$ cat config.mk
export PLATFORM = sky130hd
export DESIGN_NAME = audio_rms_peak_meter_flat
export DESIGN_NICKNAME = d
export VERILOG_FILES = /design/src/rtl/arpm_pkg.sv /design/src/rtl/arpm_in_if.sv /design/src/rtl/arpm_out_if.sv /design/src/rtl/arpm_div.sv /design/src/rtl/arpm_isqrt.sv /design/src/rtl/audio_rms_peak_meter.sv /design/src/flat_wrapper.sv
export SDC_FILE = /design/constraint.sdc
export NUM_CORES = 1
export LEC_CHECK = 0
export BUFFER_PORTS_ARGS = -buffer_cell sky130_fd_sc_hd__buf_2
export CORE_MARGIN = 2
export CORE_UTILIZATION = 56
export DETAILED_ROUTE_END_ITERATION = 6
export GPL_TIMING_DRIVEN = 0
export PLACE_DENSITY = 0.74
export SYNTH_ARGS = -nofsm -noshare
export SYNTH_HDL_FRONTEND = slang
export SYNTH_SLANG_ARGS = --single-unit
$ cat constraint.sdc
create_clock -name clk -period 4.3 [get_ports clk]
set_input_delay 0.645 -clock clk [delete_from_list [all_inputs] [get_ports clk]]
set_output_delay 0.645 -clock clk [all_outputs]
set_load 0.01 [all_outputs]
$ cat src/rtl/arpm_pkg.sv
package arpm_pkg;

	// Fixed widths of the accumulator, the square root and the registers.
	localparam int SUM_W  = 48;
	localparam int ROOT_W = SUM_W / 2;
	localparam int WIN_W  = 16;
	localparam int HOLD_W = 17;
	localparam int COEF_W = 24;
	localparam int CFG_W  = 24;
	localparam int IDX_W  = 2;

	// Register indexes on the configuration port.
	localparam logic [IDX_W-1:0] REG_AVG_WINDOW = 2'd0;
	localparam logic [IDX_W-1:0] REG_PEAK_HOLD  = 2'd1;
	localparam logic [IDX_W-1:0] REG_PEAK_DECAY = 2'd2;

	// Register values after reset.
	localparam logic [WIN_W-1:0]  AVG_WINDOW_RST = 16'd8820;
	localparam logic [HOLD_W-1:0] PEAK_HOLD_RST  = 17'd22050;
	localparam logic [COEF_W-1:0] PEAK_DECAY_RST = 24'd16775538;

	// Command codes of an input transaction.
	localparam logic CMD_SAMPLE = 1'b0;
	localparam logic CMD_CLEAR  = 1'b1;

	// Sequencer states of the top level.
	typedef enum logic [5:0] {
		S_IDLE = 6'b000001,
		S_CALC = 6'b000010,
		S_LEAK = 6'b000100,
		S_ADD  = 6'b001000,
		S_MEAN = 6'b010000,
		S_ROOT = 6'b100000
	} state_t;

endpackage

$ cat src/rtl/arpm_in_if.sv
interface arpm_in_if #(
	parameter int SAMPLE_BITS = 16
);
	logic                          valid;
	logic                          ready;
	logic                          cmd;
	logic signed [SAMPLE_BITS-1:0] sample;
	logic                          end_of_buffer;

	modport source(output valid, cmd, sample, end_of_buffer, input ready);
	modport sink(input valid, cmd, sample, end_of_buffer, output ready);
endinterface

$ cat src/rtl/arpm_out_if.sv
interface arpm_out_if #(
	parameter int SAMPLE_BITS = 16
);
	logic                   valid;
	logic                   ready;
	logic [SAMPLE_BITS-1:0] rms_level;
	logic [SAMPLE_BITS-1:0] peak_level;

	modport source(output valid, rms_level, peak_level, input ready);
	modport sink(input valid, rms_level, peak_level, output ready);
endinterface

$ cat src/rtl/arpm_div.sv
module arpm_div (
	input  logic                       clk,
	input  logic                       arst_n,
	input  logic                       start,
	input  logic [arpm_pkg::SUM_W-1:0] dividend,
	input  logic [arpm_pkg::WIN_W-1:0] divisor,
	output logic                       done,
	output logic [arpm_pkg::SUM_W-1:0] quotient,
	output logic [arpm_pkg::WIN_W-1:0] remainder
);

	localparam int CNT_W = $clog2(arpm_pkg::SUM_W);
	localparam int SW    = arpm_pkg::SUM_W;
	localparam int WW    = arpm_pkg::WIN_W;

	logic [SW-1:0]    quo_q;
	logic [WW-1:0]    rem_q;
	logic [WW-1:0]    dsr_q;
	logic [CNT_W-1:0] cnt_q;
	logic             busy_q;
	logic             done_q;

	logic [WW:0]   shifted;
	logic [WW:0]   diff;
	logic          ge;

	// One restoring step: bring down the next dividend bit and try a subtract.
	assign shifted = {rem_q, quo_q[SW-1]};
	assign diff    = shifted - {1'b0, dsr_q};
	assign ge      = (shifted >= {1'b0, dsr_q});

	// Control: count one quotient bit per cycle.
	always_ff @(posedge clk or negedge arst_n) begin
		if (!arst_n) begin
			busy_q <= 1'b0;
			done_q <= 1'b0;
			cnt_q  <= '0;
		end else begin
			done_q <= 1'b0;
			if (start) begin
				busy_q <= 1'b1;
				cnt_q  <= '0;
			end else if (busy_q) begin
				cnt_q <= cnt_q + CNT_W'(1);
				if (cnt_q == CNT_W'(SW - 1)) begin
					busy_q <= 1'b0;
					done_q <= 1'b1;
				end
			end
		end
	end

	// Datapath: the dividend shifts out on the left as quotient bits enter on the right.
	always_ff @(posedge clk) begin
		if (start) begin
			quo_q <= dividend;
			rem_q <= '0;
			dsr_q <= divisor;
		end else if (busy_q) begin
			quo_q <= {quo_q[SW-2:0], ge};
			rem_q <= ge ? diff[WW-1:0] : shifted[WW-1:0];
		end
	end

	assign done      = done_q;
	assign quotient  = quo_q;
	assign remainder = rem_q;

endmodule

$ cat src/rtl/arpm_isqrt.sv
module arpm_isqrt (
	input  logic                        clk,
	input  logic                        arst_n,
	input  logic                        start,
	input  logic [arpm_pkg::SUM_W-1:0]  radicand,
	output logic                        done,
	output logic [arpm_pkg::ROOT_W-1:0] root
);

	localparam int SW    = arpm_pkg::SUM_W;
	localparam int RW    = arpm_pkg::ROOT_W;
	localparam int REM_W = RW + 2;
	localparam int CNT_W = $clog2(RW);

	logic [SW-1:0]    rad_q;
	logic [REM_W-1:0] rem_q;
	logic [RW-1:0]    root_q;
	logic [CNT_W-1:0] cnt_q;
	logic             busy_q;
	logic             done_q;

	logic [REM_W+1:0] trial_rem;
	logic [REM_W+1:0] trial_sub;
	logic [REM_W+1:0] diff;
	logic             ge;

	// One root bit per step: append two radicand bits and test against 4*root+1.
	assign trial_rem = {rem_q, rad_q[SW-1:SW-2]};
	assign trial_sub = {2'b00, root_q, 2'b01};
	assign diff      = trial_rem - trial_sub;
	assign ge        = (trial_rem >= trial_sub);

	// Control: one step per cycle over all root bits.
	always_ff @(posedge clk or negedge arst_n) begin
		if (!arst_n) begin
			busy_q <= 1'b0;
			done_q <= 1'b0;
			cnt_q  <= '0;
		end else begin
			done_q <= 1'b0;
			if (start) begin
				busy_q <= 1'b1;
				cnt_q  <= '0;
			end else if (busy_q) begin
				cnt_q <= cnt_q + CNT_W'(1);
				if (cnt_q == CNT_W'(RW - 1)) begin
					busy_q <= 1'b0;
					done_q <= 1'b1;
				end
			end
		end
	end

	// Datapath: radicand shifts two bits left per step.
	always_ff @(posedge clk) begin
		if (start) begin
			rad_q  <= radicand;
			rem_q  <= '0;
			root_q <= '0;
		end else if (busy_q) begin
			rad_q  <= {rad_q[SW-3:0], 2'b00};
			rem_q  <= ge ? diff[REM_W-1:0] : trial_rem[REM_W-1:0];
			root_q <= {root_q[RW-2:0], ge};
		end
	end

	assign done = done_q;
	assign root = root_q;

endmodule

$ cat src/rtl/audio_rms_peak_meter.sv
// Level meter for signed audio samples: every sample transaction updates a leaky sum
// of squares (sum = floor(sum*(N-1)/N) + x*x, saturating at 48 bits) and a peak
// magnitude that is held for peak_hold_samples samples and then decays by the Q0.24
// peak_decay_coeff each sample. A sample marked end_of_buffer produces one output
// transaction with rms_level = floor(sqrt(floor(sum/N))), limited to full scale, and
// the current peak. A clear command zeroes all statistics. An ordinary sample is
// paced by the bit-serial 48-bit divider that retires one quotient bit per cycle;
// for an end-of-buffer sample the same divider runs a second time for the mean and
// the square root then produces one root bit per cycle. The squaring and the peak
// decay are shift-add multipliers that run alongside the first division. A finished
// result waits in the output register while the next sample is already accepted; a
// new reading that finds the previous one still waiting holds the block until it is
// taken.
module audio_rms_peak_meter #(
	parameter int SAMPLE_BITS = 16
) (
	input  logic                          clk,
	input  logic                          arst_n,
	input  logic                          cfg_we,
	input  logic [arpm_pkg::IDX_W-1:0]    cfg_index,
	input  logic [arpm_pkg::CFG_W-1:0]    cfg_data,
	arpm_in_if.sink                       audio,
	arpm_out_if.source                    meter
);

	localparam int SB        = SAMPLE_BITS;
	localparam int SW        = arpm_pkg::SUM_W;
	localparam int RW        = arpm_pkg::ROOT_W;
	localparam int WW        = arpm_pkg::WIN_W;
	localparam int HW        = arpm_pkg::HOLD_W;
	localparam int CW        = arpm_pkg::COEF_W;
	localparam int MUL_CNT_W = $clog2(CW + 1);
	localparam logic [SB-1:0] FULL_SCALE = {1'b1, {(SB - 1){1'b0}}};

	arpm_pkg::state_t state_q;

	// Configuration registers.
	logic [WW-1:0] win_q;
	logic [HW-1:0] hold_cfg_q;
	logic [CW-1:0] coef_q;

	// Statistics.
	logic [SW-1:0] sum_q;
	logic [SB-1:0] peak_q;
	logic [HW-1:0] hold_q;

	// Per-sample working registers.
	logic [SB-1:0]        mag_q;
	logic                 eob_q;
	logic [MUL_CNT_W-1:0] cnt_q;
	logic [2*SB-1:0]      sq_acc_q;
	logic [SB-1:0]        sq_mpr_q;
	logic [SB+CW-1:0]     dec_acc_q;
	logic [CW-1:0]        dec_mpr_q;

	// Output register.
	logic          out_valid_q;
	logic [SB-1:0] rms_out_q;
	logic [SB-1:0] peak_out_q;

	logic          accept;
	logic [SB-1:0] raw;
	logic [SB-1:0] mag_c;
	logic [WW-1:0] n_eff;

	logic          div_start;
	logic [SW-1:0] div_dividend;
	logic          div_done;
	logic [SW-1:0] div_quo;
	logic [WW-1:0] div_rem;

	logic          root_done;
	logic [RW-1:0] root;
	logic [SB-1:0] rms_sat;

	logic [SB:0]   sq_top;
	logic [SB:0]   dec_top;
	logic [SW:0]   sum_add;
	logic [SW-1:0] sum_sat;
	logic [SB-1:0] peak_decayed;
	logic [SB-1:0] peak_base;
	logic [HW-1:0] hold_base;
	logic          out_free;
	logic          out_set;

	assign accept      = audio.valid && audio.ready;
	assign audio.ready = (state_q == arpm_pkg::S_IDLE);

	// Sample magnitude; the most negative code maps to full scale.
	assign raw   = audio.sample;
	assign mag_c = raw[SB-1] ? (~raw + SB'(1)) : raw;

	// A window of zero acts as a window of one.
	assign n_eff = (win_q == '0) ? WW'(1) : win_q;

	// Serial multiplier steps: add the multiplicand at the top, shift right.
	assign sq_top  = {1'b0, sq_acc_q[2*SB-1:SB]} + (sq_mpr_q[0] ? {1'b0, mag_q} : '0);
	assign dec_top = {1'b0, dec_acc_q[SB+CW-1:CW]} + (dec_mpr_q[0] ? {1'b0, peak_q} : '0);

	// New sum after the leak with saturation at the accumulator width.
	assign sum_add = {1'b0, sum_q} + {1'b0, SW'(sq_acc_q)};
	assign sum_sat = sum_add[SW] ? {SW{1'b1}} : sum_add[SW-1:0];

	// Peak either counts down its hold or decays.
	assign peak_decayed = dec_acc_q[SB+CW-1:CW];
	assign peak_base    = (hold_q != '0) ? peak_q : peak_decayed;
	assign hold_base    = (hold_q != '0) ? (hold_q - HW'(1)) : hold_q;

	// Root limited to full scale.
	assign rms_sat = (root > RW'(FULL_SCALE)) ? FULL_SCALE : root[SB-1:0];

	assign out_free = !out_valid_q || meter.ready;

	// The root is finished and the output register can take the new reading.
	assign out_set = (state_q == arpm_pkg::S_ROOT) && (cnt_q == '0) && out_free;

	// The divider runs first for the leak and again for the mean at end of buffer.
	assign div_start    = (accept && (audio.cmd == arpm_pkg::CMD_SAMPLE)) ||
	                      (state_q == arpm_pkg::S_ADD && eob_q);
	assign div_dividend = (state_q == arpm_pkg::S_ADD) ? sum_sat : sum_q;

	arpm_div u_div (
		.clk       (clk),
		.arst_n    (arst_n),
		.start     (div_start),
		.dividend  (div_dividend),
		.divisor   (n_eff),
		.done      (div_done),
		.quotient  (div_quo),
		.remainder (div_rem)
	);

	arpm_isqrt u_isqrt (
		.clk      (clk),
		.arst_n   (arst_n),
		.start    (state_q == arpm_pkg::S_MEAN && div_done),
		.radicand (div_quo),
		.done     (root_done),
		.root     (root)
	);

	// Configuration writes.
	always_ff @(posedge clk or negedge arst_n) begin
		if (!arst_n) begin
			win_q      <= arpm_pkg::AVG_WINDOW_RST;
			hold_cfg_q <= arpm_pkg::PEAK_HOLD_RST;
			coef_q     <= arpm_pkg::PEAK_DECAY_RST;
		end else if (cfg_we) begin
			unique case (cfg_index)
				arpm_pkg::REG_AVG_WINDOW: win_q      <= cfg_data[WW-1:0];
				arpm_pkg::REG_PEAK_HOLD:  hold_cfg_q <= cfg_data[HW-1:0];
				arpm_pkg::REG_PEAK_DECAY: coef_q     <= cfg_data[CW-1:0];
				default: ;
			endcase
		end
	end

	// Output valid: set when a reading is loaded, cleared when it is taken.
	always_ff @(posedge clk or negedge arst_n) begin
		if (!arst_n) begin
			out_valid_q <= 1'b0;
		end else if (out_set) begin
			out_valid_q <= 1'b1;
		end else if (meter.ready) begin
			out_valid_q <= 1'b0;
		end
	end

	// Sequencer and statistics.
	always_ff @(posedge clk or negedge arst_n) begin
		if (!arst_n) begin
			state_q <= arpm_pkg::S_IDLE;
			sum_q   <= '0;
			peak_q  <= '0;
			hold_q  <= '0;
		end else begin
			unique case (state_q)
				arpm_pkg::S_IDLE: begin
					if (accept) begin
						if (audio.cmd == arpm_pkg::CMD_CLEAR) begin
							sum_q  <= '0;
							peak_q <= '0;
							hold_q <= '0;
						end else begin
							state_q <= arpm_pkg::S_CALC;
						end
					end
				end
				arpm_pkg::S_CALC: begin
					if (div_done) begin
						state_q <= arpm_pkg::S_LEAK;
					end
				end
				arpm_pkg::S_LEAK: begin
					// sum - ceil(sum/N), as sum + ~q + (remainder is zero).
					sum_q   <= sum_q + ~div_quo + SW'(div_rem == '0);
					state_q <= arpm_pkg::S_ADD;
				end
				arpm_pkg::S_ADD: begin
					sum_q <= sum_sat;
					if (mag_q > peak_base) begin
						peak_q <= mag_q;
						hold_q <= hold_cfg_q;
					end else begin
						peak_q <= peak_base;
						hold_q <= hold_base;
					end
					state_q <= eob_q ? arpm_pkg::S_MEAN : arpm_pkg::S_IDLE;
				end
				arpm_pkg::S_MEAN: begin
					if (div_done) begin
						state_q <= arpm_pkg::S_ROOT;
					end
				end
				arpm_pkg::S_ROOT: begin
					// Wait for the root to finish and for the output register to be free.
					if (out_set) begin
						state_q <= arpm_pkg::S_IDLE;
					end
				end
				default: state_q <= arpm_pkg::S_IDLE;
			endcase
		end
	end

	// Per-sample datapath: capture, serial multipliers and the result.
	always_ff @(posedge clk) begin
		if (accept) begin
			mag_q     <= mag_c;
			eob_q     <= audio.end_of_buffer;
			cnt_q     <= '0;
			sq_acc_q  <= '0;
			sq_mpr_q  <= mag_c;
			dec_acc_q <= '0;
			dec_mpr_q <= coef_q;
		end else if (state_q == arpm_pkg::S_CALC) begin
			if (cnt_q < MUL_CNT_W'(CW)) begin
				cnt_q <= cnt_q + MUL_CNT_W'(1);
			end
			if (cnt_q < MUL_CNT_W'(SB)) begin
				sq_acc_q <= {sq_top, sq_acc_q[SB-1:1]};
				sq_mpr_q <= sq_mpr_q >> 1;
			end
			if (cnt_q < MUL_CNT_W'(CW)) begin
				dec_acc_q <= {dec_top, dec_acc_q[CW-1:1]};
				dec_mpr_q <= dec_mpr_q >> 1;
			end
		end else if (state_q == arpm_pkg::S_MEAN) begin
			// Marks that the root is not finished yet.
			cnt_q <= MUL_CNT_W'(1);
		end else if (state_q == arpm_pkg::S_ROOT) begin
			// The root stays on the unit's output once it has finished.
			if (root_done) begin
				cnt_q <= '0;
			end
			if (out_set) begin
				rms_out_q  <= rms_sat;
				peak_out_q <= peak_q;
			end
		end
	end

	assign meter.valid      = out_valid_q;
	assign meter.rms_level  = rms_out_q;
	assign meter.peak_level = peak_out_q;

	// The leak step never makes the sum larger.
	assert property (@(posedge clk) disable iff (!arst_n)
		(state_q == arpm_pkg::S_LEAK) |=> (sum_q <= $past(sum_q)))
		else $error("leak step increased the sum of squares");

	// Divider results arrive only while the sequencer waits for them.
	assert property (@(posedge clk) disable iff (!arst_n)
		div_done |-> (state_q == arpm_pkg::S_CALC || state_q == arpm_pkg::S_MEAN))
		else $error("divider finished outside a divide state");

	// Square root results arrive only in the root state.
	assert property (@(posedge clk) disable iff (!arst_n)
		root_done |-> (state_q == arpm_pkg::S_ROOT))
		else $error("square root finished outside the root state");

	// The held peak never exceeds full scale.
	assert property (@(posedge clk) disable iff (!arst_n)
		(peak_q <= FULL_SCALE))
		else $error("peak magnitude above full scale");

	// A result is never written while a waiting result is not taken.
	assert property (@(posedge clk) disable iff (!arst_n)
		(out_valid_q && !meter.ready) |=> (out_valid_q && $stable(rms_out_q)))
		else $error("waiting result was overwritten");

endmodule

$ cat src/flat_wrapper.sv
// flat-port wrapper written by rule: the top's interface ports become plain ports
module audio_rms_peak_meter_flat 
#(
	parameter int SAMPLE_BITS = 16
)
  (clk, arst_n, cfg_we, cfg_index, cfg_data, audio_valid, audio_cmd, audio_sample, audio_end_of_buffer, audio_ready, meter_valid, meter_rms_level, meter_peak_level, meter_ready);
  arpm_in_if #(.SAMPLE_BITS(SAMPLE_BITS)) audio_i ();
  arpm_out_if #(.SAMPLE_BITS(SAMPLE_BITS)) meter_i ();
  input  logic clk;
  input  logic arst_n;
  input  logic cfg_we;
  input  logic [arpm_pkg::IDX_W-1:0] cfg_index;
  input  logic [arpm_pkg::CFG_W-1:0] cfg_data;
  input wire logic [$bits(audio_i.valid)-1:0] audio_valid;
  input wire logic [$bits(audio_i.cmd)-1:0] audio_cmd;
  input wire logic [$bits(audio_i.sample)-1:0] audio_sample;
  input wire logic [$bits(audio_i.end_of_buffer)-1:0] audio_end_of_buffer;
  output wire logic [$bits(audio_i.ready)-1:0] audio_ready;
  output wire logic [$bits(meter_i.valid)-1:0] meter_valid;
  output wire logic [$bits(meter_i.rms_level)-1:0] meter_rms_level;
  output wire logic [$bits(meter_i.peak_level)-1:0] meter_peak_level;
  input wire logic [$bits(meter_i.ready)-1:0] meter_ready;
  assign audio_i.valid = audio_valid;
  assign audio_i.cmd = audio_cmd;
  assign audio_i.sample = audio_sample;
  assign audio_i.end_of_buffer = audio_end_of_buffer;
  assign audio_ready = audio_i.ready;
  assign meter_valid = meter_i.valid;
  assign meter_rms_level = meter_i.rms_level;
  assign meter_peak_level = meter_i.peak_level;
  assign meter_i.ready = meter_ready;
  audio_rms_peak_meter #(.SAMPLE_BITS(SAMPLE_BITS)) u_core (.clk(clk), .arst_n(arst_n), .cfg_we(cfg_we), .cfg_index(cfg_index), .cfg_data(cfg_data), .audio(audio_i), .meter(meter_i));
endmodule
======== Word level (Yosys, flattened, before mapping) ========
Index checks and enable logic that the tools add are counted.
W data, S select, Z words.
storage, ports and cells
  register bits after elaboration ......... 504
  bits in latches ......................... 0
  memory bits (writable) .................. 0
  bits in read-only memories .............. 0
  input bits .............................. 49
  output and inout bits ................... 34
  logic and storage cells ................. 168
  memories ................................ 0
operators by class
  add/sub/neg operators ................... 12
  multipliers ............................. 0
  divide/modulo/power cells ............... 0
  order comparisons ....................... 6
  eq/ne operators ......................... 18
  shift-type cells ........................ 0
  mux-type cells .......................... 60
  bitwise gates (word level) .............. 6
  reductions and logical operators ........ 37
operators with widths
  operator                 number
  $mux W48                 8
  $mux W16                 11
  $pmux W48 S3             1
  $mux W24                 3
  $mux W17                 4
  $add A48 B32 Y49         1
  $add A48 B1 Y48          1
  $add A48 B48 Y48         1
  $not A48 Y48             1
  $mux W6                  7
  $mux W5                  8
  $pmux W6 S6              1
  $add A16 B17 Y17         2
  $pmux W17 S2             1
  $logic_not A16 Y1        2
  $pmux W16 S2             1
  $ge A28 B26 Y1           1
  $mux W26                 1
  $sub A26 B26 Y26         1
  $gt A24 B16 Y1 const B   1
  $ge A17 B16 Y1           1
  $reduce_bool A17 Y1      1
  $sub A17 B1 Y17 const B  1
  $add A16 B1 Y16 const B  1
  31 further kinds         78

======== Longest topological paths before layout ========
Gate-level depths: netlist of run 1.
  word-level depth ........................ 5
  depth in mapped cells ................... 21
  depth with buffers taken out ............ 18

======== Cells and area by module ========
From an unflattened synthesis of run 1, not the netlist that was laid out.
second synthesis, totals
  cell total of the unflattened synthesis .. 3112
  area, all modules ....................... 29892.4 um2
by module, submodules not included
  module                times used  cells each  area each (um2)  sequential area each (um2)
  audio_rms_peak_meter  1           2178        19557.5          7400.8
  arpm_isqrt            1           546         5749.3           2617.5
  arpm_div              1           388         4585.6           2442.3

======== Worst setup path after synthesis of run 1 ========
Ideal clock, no wire load.
  kind .................................... register to register
  start point ............................. register u_core.hold_q[10]
  end point ............................... register u_core.hold_q[8]
  library setup time ...................... 0.126 ns
  arrival ................................. 4.171 ns
  data required time ...................... 4.174 ns
  setup slack ............................. 0.003 ns
  cell stages (with the launch flop) ...... 20
  buffers on the path ..................... 2
  clock period less this slack ............ 4.297 ns
  cell sequence ........................... dfrtp_1 -> or3_1 -> or2_1 -> or3_4 -> nor2_4 -> nand4_4 -> buf_2 -> a21oi_1 -> ha_1 -> nor2b_1 -> o21a_1 -> o21a_1 -> o21a_1 -> o21a_1 -> o21ai_1 -> a21oi_1 -> o21ai_1 -> clkbuf_1 -> nor2_1 -> a221o_1
on the way
  cells in the longest elaborated chain, start to end .. 5
  elaborated cells between the ends (all ways) .. 7
  those cells by class .................... order compare (1); eq/ne (1); mux (3); reduce/logical (2)
RTL lines
  item                                                                RTL line                                                  source
  from (decl)                                                         audio_rms_peak_meter.sv:45                                logic [HW-1:0] hold_q;
  from (signal assigned)                                              audio_rms_peak_meter.sv:203                               hold_q <= hold_cfg_q;
  from (signal assigned)                                              audio_rms_peak_meter.sv:206                               hold_q <= hold_base;
  $reduce_bool A17 Y1 *                                               audio_rms_peak_meter.sv:106, audio_rms_peak_meter.sv:107
  $mux W16                                                            audio_rms_peak_meter.sv:106                               assign peak_base = (hold_q != '0) ? peak_q : peak_decayed;
  $gt A16 B16 Y1                                                      audio_rms_peak_meter.sv:201                               if (mag_q > peak_base) begin
  $ne A3 B2 Y1 (no source line) or $mux W17 (tied branches)           --
  $reduce_and A4 Y1 (no source line) or $pmux W17 S2 (tied branches)  --
Every way passes the cells marked *; elsewhere a longest branch is shown, timed or not.
A chain may end at the register's enable or synchronous reset.

======== Worst setup path in the final report of run 1 ========
  start point ............................. register u_core.hold_q[11]
  end point ............................... register u_core.peak_q[14]
on the way
  cells in the longest elaborated chain, start to end .. 5
RTL lines
  item                   RTL line                     source
  $reduce_bool A17 Y1 *  audio_rms_peak_meter.sv:106
  $mux W16 *             audio_rms_peak_meter.sv:106
  $gt A16 B16 Y1         audio_rms_peak_meter.sv:201
  $mux W16 *             audio_rms_peak_meter.sv:201
  $pmux W16 S2 *         audio_rms_peak_meter.sv:177  unique case (state_q)
  to (signal assigned)   audio_rms_peak_meter.sv:202  peak_q <= mag_q;
  to (signal assigned)   audio_rms_peak_meter.sv:205  peak_q <= peak_base;
  to (decl)              audio_rms_peak_meter.sv:44   logic [SB-1:0] peak_q;
Marked as above.

==> results.yml, run 1 <==
synthesis:
  yosysTopAreaCell: "edfxtp_1"
  synthTopCellsByCount: "nand2_1 (407), o21ai_0 (237), a21oi_1 (220)"
  synth_edf_count: 201
  synth_fp_nets: 3334
  synth-seq-cells: 480
  synth.most_common_cell: "nand2_1"
  ys_top_cells_by_area: "edfxtp_1 (21%), dfrtp_1 (11%), dfxtp_1 (8.3%), ha_1 (7.5%), nand2_1 (5.3%)"
  yosys_warnings: 0
  netlist.area_leader.share_pct: 20.9
  syn_area_per_cell_sq_um: 9.29
  ys_types: 95
  ys_seq_area_share_pct: 43.2
  synth_flop_cell: "edfxtp_1"
  synthesis.area_sq_um: 28900
  syn_inst: 3105
  async_flop_share_pct: 33.3
finish:
  antenna-diode-count: 0
  drive_above_1_share_pct: 11.6
  area_delta_synth_final_pct: 12.4
  design_area_sq_um: 32400
  nNetsFinal: 3494
worst_hold_path:
  hold_path.class: "in -> reg"
routing:
  via_per_inst: 6.24
  dr.pass1.iters: 6
  vias: 24900
  wire_per_inst_um: 21.3
  drt_iter0_drc: 2590
  finalWirelength_um: 84800
  drcViolationCount: 0
  ant_nets: 0
timing:
  whs_ns: 0.214
  setup_viol: 26
  rsz0062_at_grt: "yes"
  worst_slew_pin_slew_ns: 1.05
  slew_viol_final: 0
  max_slew_margin_pct: 29.8
  max_freq_mhz: 226
  post-route-period-util_pct: 103
  finalHoldViolations: 0
  layout_setup_ws_ns: -0.122
  fin_worst_skew_ns: 0.0296
  min_period_ns: 4.42
global_route:
  first_global_vias: 24000
  grt_pass1_wl_um: 132000
  grt_usage_pct: 31.4
  gr-total-overflow: 0
  grt_max_degree: 122
  antenna_found_initial: 2
floorplanning:
  core_sq_um: 51100
  die_w_um: 231
  die_y_um: 231
  ioPinCount: 83
  die_area_sq_um: 53400
  start_util_pct: 56.5
  placementRows: 83
cts:
  clk_pin_slew_ns: 0.07
  htree_levels: 2
  cts_inserted_buffers: 51
  insertion_delay_ns: 0.62
  max-clock-path-buffers: 3
  tritoncts: "built"
  cts_root_buffer: "clkbuf_16"
  clock-sinks: 480
setup_path:
  cp_max_fo: 10
  slowest_delay_ns: 0.42
  cp.arrival_ns: 4.91
  crit_family: "simple AND/OR/NAND/NOR gates"
  critPathLaunchType: "flop"
  cp.required_ns: 4.79
  reg2reg_slack_ns: -0.12
  cp_num_buf_inv: 5
  path_class: "reg -> reg"
  crit_path_end_kind: "flop"
  crit_path_cell_trace: "or3_4 > or2_4 > or3_4 > nor2_4 > nand4_4 > buf_6 > buf_6 > mux2i_4 > ha_1 > and4_1 > nand2_2 > nor4_1 > a21oi_1 > o21ai_4 > buf_12 > buf_12 > buf_4 > or2_2 > a32o_1"
  cp_slowest_cell: "or3_4"
placed_design:
  gp_congestion: 0.972
  pre_cts_slack_ns: -1.14
  placed_area_sq_um: 30200
  port_buffers: 82
  hpwlAfterDp_um: 63200
status:
  status: "finished, violations left"
  violations: "negative setup slack"
power:
  power_density_nw_per_um2: 810
  ir_drop_mv: 0.654
  p_leak_nw: 13.9
run:
  maxCapViolCount: 0
-- power breakdown --
group          internal [mW]  switching [mW]  leakage, nW
sequential              6.25            1.09         4.91
clock                   2.60            1.90        0.829
combinational           5.86            8.57         8.17
-- cell usage in the layout (no fill, tap or decap), drive strengths merged, types with 69 or more instances in the layout --
master  Yosys  final
a21oi     222    222
buf        32    138
clkbuf    129    203
dfrtp     129    129
dfxtp     119    119
edfxtp    201    201
ha        174    174
inv       161    162
mux2i      69     69
nand2     408    408
nor2      168    168
o21ai     272    272
xnor2      90     90
-- repair_timing --
item	in CTS	in global routing
gates resized for setup	38	33
hold buffers	1	0
pin swaps	8	21
setup buffers	12	8
cloned	0	1
hold endpoints to repair	39	0
endpoints found under the setup margin	46	42
-- cell families (layout without fill, tap and decap cells) --
group / count (synthesis) / count (layout) / share of synthesized area, %
compound gates: 916 / 916 / 20.2
mux: 131 / 131 / 4.81
simple gates: 928 / 928 / 15.1
flops: 480 / 480 / 43.2
fa+ha+maj: 180 / 180 / 7.96
buf+inv: 323 / 524 / 4.31
xor+xnor: 147 / 147 / 4.46
-- through the flow --
step / std cells / util (%) / total power, mW / TNS [ns]
floorplan: 3105 / - / 16.4 / 0
global placement: 3867 / 58.9 / 19.5 / -79.22
detailed placement: 3871 / 59.2 / 19.9 / -33.33
CTS: 3978 / 63.0 / 25.4 / 0
global route: 3986 / 63.5 / 27.8 / -5.60
finish: 3986 / 63.5 / 26.3 / -1.39
-- worst paths after layout --
check,startpoint,end,depth (start not counted)
max in group asynchronous,arst_n,u_core.win_q[11],3
hold / removal,audio_end_of_buffer,u_core.eob_q,1
setup / recovery,u_core.hold_q[11],u_core.peak_q[14],19
hold reg to reg,u_core.dec_acc_q[29],u_core.dec_acc_q[29],2
min in group asynchronous,arst_n,u_core.peak_q[8],2
setup reg to reg,u_core.hold_q[11],u_core.peak_q[14],19
-- layer usage --
metal  share of wire, %  GRT usage [%]
met4                3.4           11.0
met2                 45           50.3
met3                8.7           4.97
met1                 43           43.3
met5              0.033              0
-- area by class of cell --
cell class	count	area [sq um]
fill	4258	18700
multi-input combinational	2302	15400
sequential	480	12500
clock buffer	74	1450
tap	680	851
timing repair buffer	108	728
buffer	160	694
inverter	162	608
clock inverter	20	240
-- worst reg2reg max path, delay by kind of cell (launching register included) --
kind | cells | cell delay, ns
adders and majority gates | 1 | 0.30
and+or+nand+nor | 9 | 2.04
buffers and inverters | 5 | 0.78
AOI/OAI and AO/OA | 3 | 0.58
DFF | 1 | 0.39
muxes | 1 | 0.20
-- sequential cells by signal, indices dropped and copies added (netlist names), 17 cells and up --
| register | cells |
|---|---|
| u_core.hold_q | 17 |
| u_core.coef_q | 24 |
| u_core.u_div.quotient | 48 |
| u_core.sq_acc_q | 32 |
| u_core.sum_q | 48 |
| u_core.hold_cfg_q | 17 |
| u_core.u_isqrt.root | 24 |
| u_core.u_isqrt.rad_q | 48 |
| u_core.dec_mpr_q | 24 |
| u_core.u_isqrt.rem_q | 26 |
(Power assumes the default switching activity.)
==> run 2, diff against run 1 <==
==> constraint.sdc (replaced) <==
create_clock -name clk -period 4.3 [get_ports clk]
set_input_delay 0.43 -clock clk [delete_from_list [all_inputs] [get_ports clk]]
set_output_delay 0.43 -clock clk [all_outputs]
set_load 0.01 [all_outputs]
==> run 2 against run 1 <==
Net effect: the run still ends with negative setup slack left; core utilization hardly changed; via count barely moved; maximum frequency barely moved; sequential cell count unchanged; design area is essentially flat; worst setup slack improved by 0.0043 ns; hold slack lost 0.17 ns; cell count barely moved; first-iteration DRC count fell by 2.9%; die area unchanged; sequential share of layout area is essentially flat; combinational power about the same.
==> results.yml, run 2 (same netlist as run 1, synthesis figures left out) <==
status:
  status: "finished, violations left"
  violations: "negative setup slack"
setup_path:
  cp_num_buf_inv: 5
  crit_family: "simple AND/OR/NAND/NOR gates"
  path_class: "reg -> reg"
  reg2reg_slack_ns: -0.12
  crit_path_end_kind: "flop"
  regToRegStartpoint: "u_core.hold_q[11]"
  cp.arrival_ns: 4.91
  critPathLaunchType: "flop"
  reg2reg_to: "u_core.peak_q[12]"
  crit_path_start: "u_core.hold_q[11]"
  cp.required_ns: 4.79
  crit_path_cell_trace: "or3_4 > or2_4 > or3_4 > nor2_4 > nand4_4 > buf_6 > buf_6 > mux2i_4 > ha_1 > and4_1 > nand2_2 > nor4_1 > a21oi_1 > o21ai_4 > buf_12 > buf_12 > buf_4 > or2_2 > a32o_1"
  cp_slowest_cell: "or3_4"
  cp_max_fo: 10
  reg2reg_depth: 19
  slowest_delay_ns: 0.42
routing:
  vias: 24900
  wire_per_inst_um: 21.3
  dr.pass1.iters: 6
  finalWirelength_um: 84800
  ant_nets: 0
  drcViolationCount: 0
  via_per_inst: 6.24
  drt_iter0_drc: 2514
floorplanning:
  die_y_um: 231
  die_area_sq_um: 53400
  placementRows: 83
  die_w_um: 231
  start_util_pct: 56.5
  ioPinCount: 83
  core_sq_um: 51100
cts:
  cts_inserted_buffers: 51
  insertion_delay_ns: 0.63
  cts_root_buffer: "clkbuf_16"
  clk_pin_slew_ns: 0.06
  clock-sinks: 480
  tritoncts: "built"
  htree_levels: 2
  max-clock-path-buffers: 3
worst_hold_path:
  min_to: "u_core.coef_q[19]"
  min_from: "cfg_data[19]"
  min_path_cells: 2
  hold_path.class: "in -> reg"
global_route:
  first_global_vias: 24000
  antenna_found_initial: 2
  grt_max_degree: 122
  grt_usage_pct: 31.4
  grt_pass1_wl_um: 132000
  gr-total-overflow: 0
timing:
  fin_worst_skew_ns: 0.0299
  slew_viol_final: 0
  whs_ns: 0.0394
  max_slew_margin_pct: 29.4
  worst_slew_pin_slew_ns: 1.06
  setup_viol: 27
  post-route-period-util_pct: 103
  rsz0062_at_grt: "yes"
  finalSetupTns_ns: -1.30
  min_period_ns: 4.42
  max_freq_mhz: 226
  finalHoldViolations: 0
  layout_setup_ws_ns: -0.117
finish:
  layout_commonest_cell: "nand2_1"
  final_cell_count_no_fill: 3987
  antenna-diode-count: 0
  drive_above_1_share_pct: 11.6
  multiInputGateArea_sq_um: 15400
  nFillCells: 4255
  nNetsFinal: 3495
  area_delta_synth_final_pct: 12.4
  regArea_sq_um: 12500
  utilization_pct: 63.5
  layout_common_cells: "nand2_1 (404), o21ai_0 (235), a21oi_1 (216)"
power:
  power.internal_mw: 14.7
  power_mw: 26.2
  seqPwrFrac_pct: 27.9
  p_clk_share_pct: 17.1
  p_leak_nw: 13.9
  power_frac_comb_pct: 54.9
  ir_drop_mv: 0.654
  power_density_nw_per_um2: 809
  p_sw_share_pct: 43.9
  netSwitchingPower_mw: 11.5
placed_design:
  gp_congestion: 0.972
  placed_cells: 3871
  hpwlAfterDp_um: 63200
  port_buffers: 82
run:
  maxCapViolCount: 0
-- run 2: area by class of cell --
| type | count | area share (%) |
|---|---|---|
| multi-input combinational | 2302 | 47.5 |
| sequential | 480 | 38.4 |
| inverter | 162 | 1.87 |
| clock buffer | 74 | 4.48 |
| clock inverter | 20 | 0.741 |
| buffer | 160 | 2.14 |
| timing repair buffer | 109 | 2.28 |
| tap | 680 | 2.62 |
-- run 2: per-stage QoR --
step                      instance area, sq um  setup WS, ns
after global routing                     32400        -0.204
final                                    32400        -0.117
after detailed placement                 30200         -1.14
after global placement                   30100         -1.01
after CTS                                32200      0.000906
after floorplan                          28900       0.00349
-- run 2: power by group through the flow --
stage / Clock, mW / Combinational (mW) / Sequential, mW
2_1_floorplan: 0 / 9.48 / 6.91
3_3_place_gp: 0 / 12.2 / 7.31
3_5_place_dp: 0 / 12.5 / 7.34
4_1_cts: 4.56 / 13.6 / 7.27
5_1_grt: 4.71 / 15.6 / 7.45
6_report: 4.49 / 14.4 / 7.33
-- run 2: routing by layer --
| layer | vias to the layer above | share of wire, % | track usage (%) | wire [um] |
|---|---|---|---|---|
| li1 | 11600 | - | - | - |
| met1 | 11900 | 43 | 43.3 | 36100 |
| met2 | 1185 | 45 | 50.3 | 38500 |
| met3 | 192 | 8.6 | 4.99 | 7270 |
| met4 | 4 | 3.4 | 11.0 | 2850 |
| met5 | - | 0.037 | 0 | 31 |
-- run 2: how the worst max path moves through the flow --
| stage | endpoint | slack, ns | depth (start not counted) |
|---|---|---|---|
| 6_report | u_core.peak_q[12] | -0.12 | 19 |
| 5_1_grt | u_core.peak_q[13] | -0.20 | 19 |
| 4_1_cts | u_core.peak_q[13] | 0.0009 | 19 |
| 3_5_place_dp | u_core.hold_q[7] | -1.14 | 20 |
| 3_3_place_gp | u_core.hold_q[7] | -1.01 | 20 |
| 2_1_floorplan | u_core.hold_q[8] | 0.003 | 19 |
-- run 2: timing repair --
item                                    4_1_cts  5_1_grt
endpoints found under the hold margin        40        0
pin swaps                                     8       21
resized for setup                            38       33
endpoints found under the setup margin       46       42
cloned                                        0        1
setup buffers                                12        8
hold buffers                                  2        0
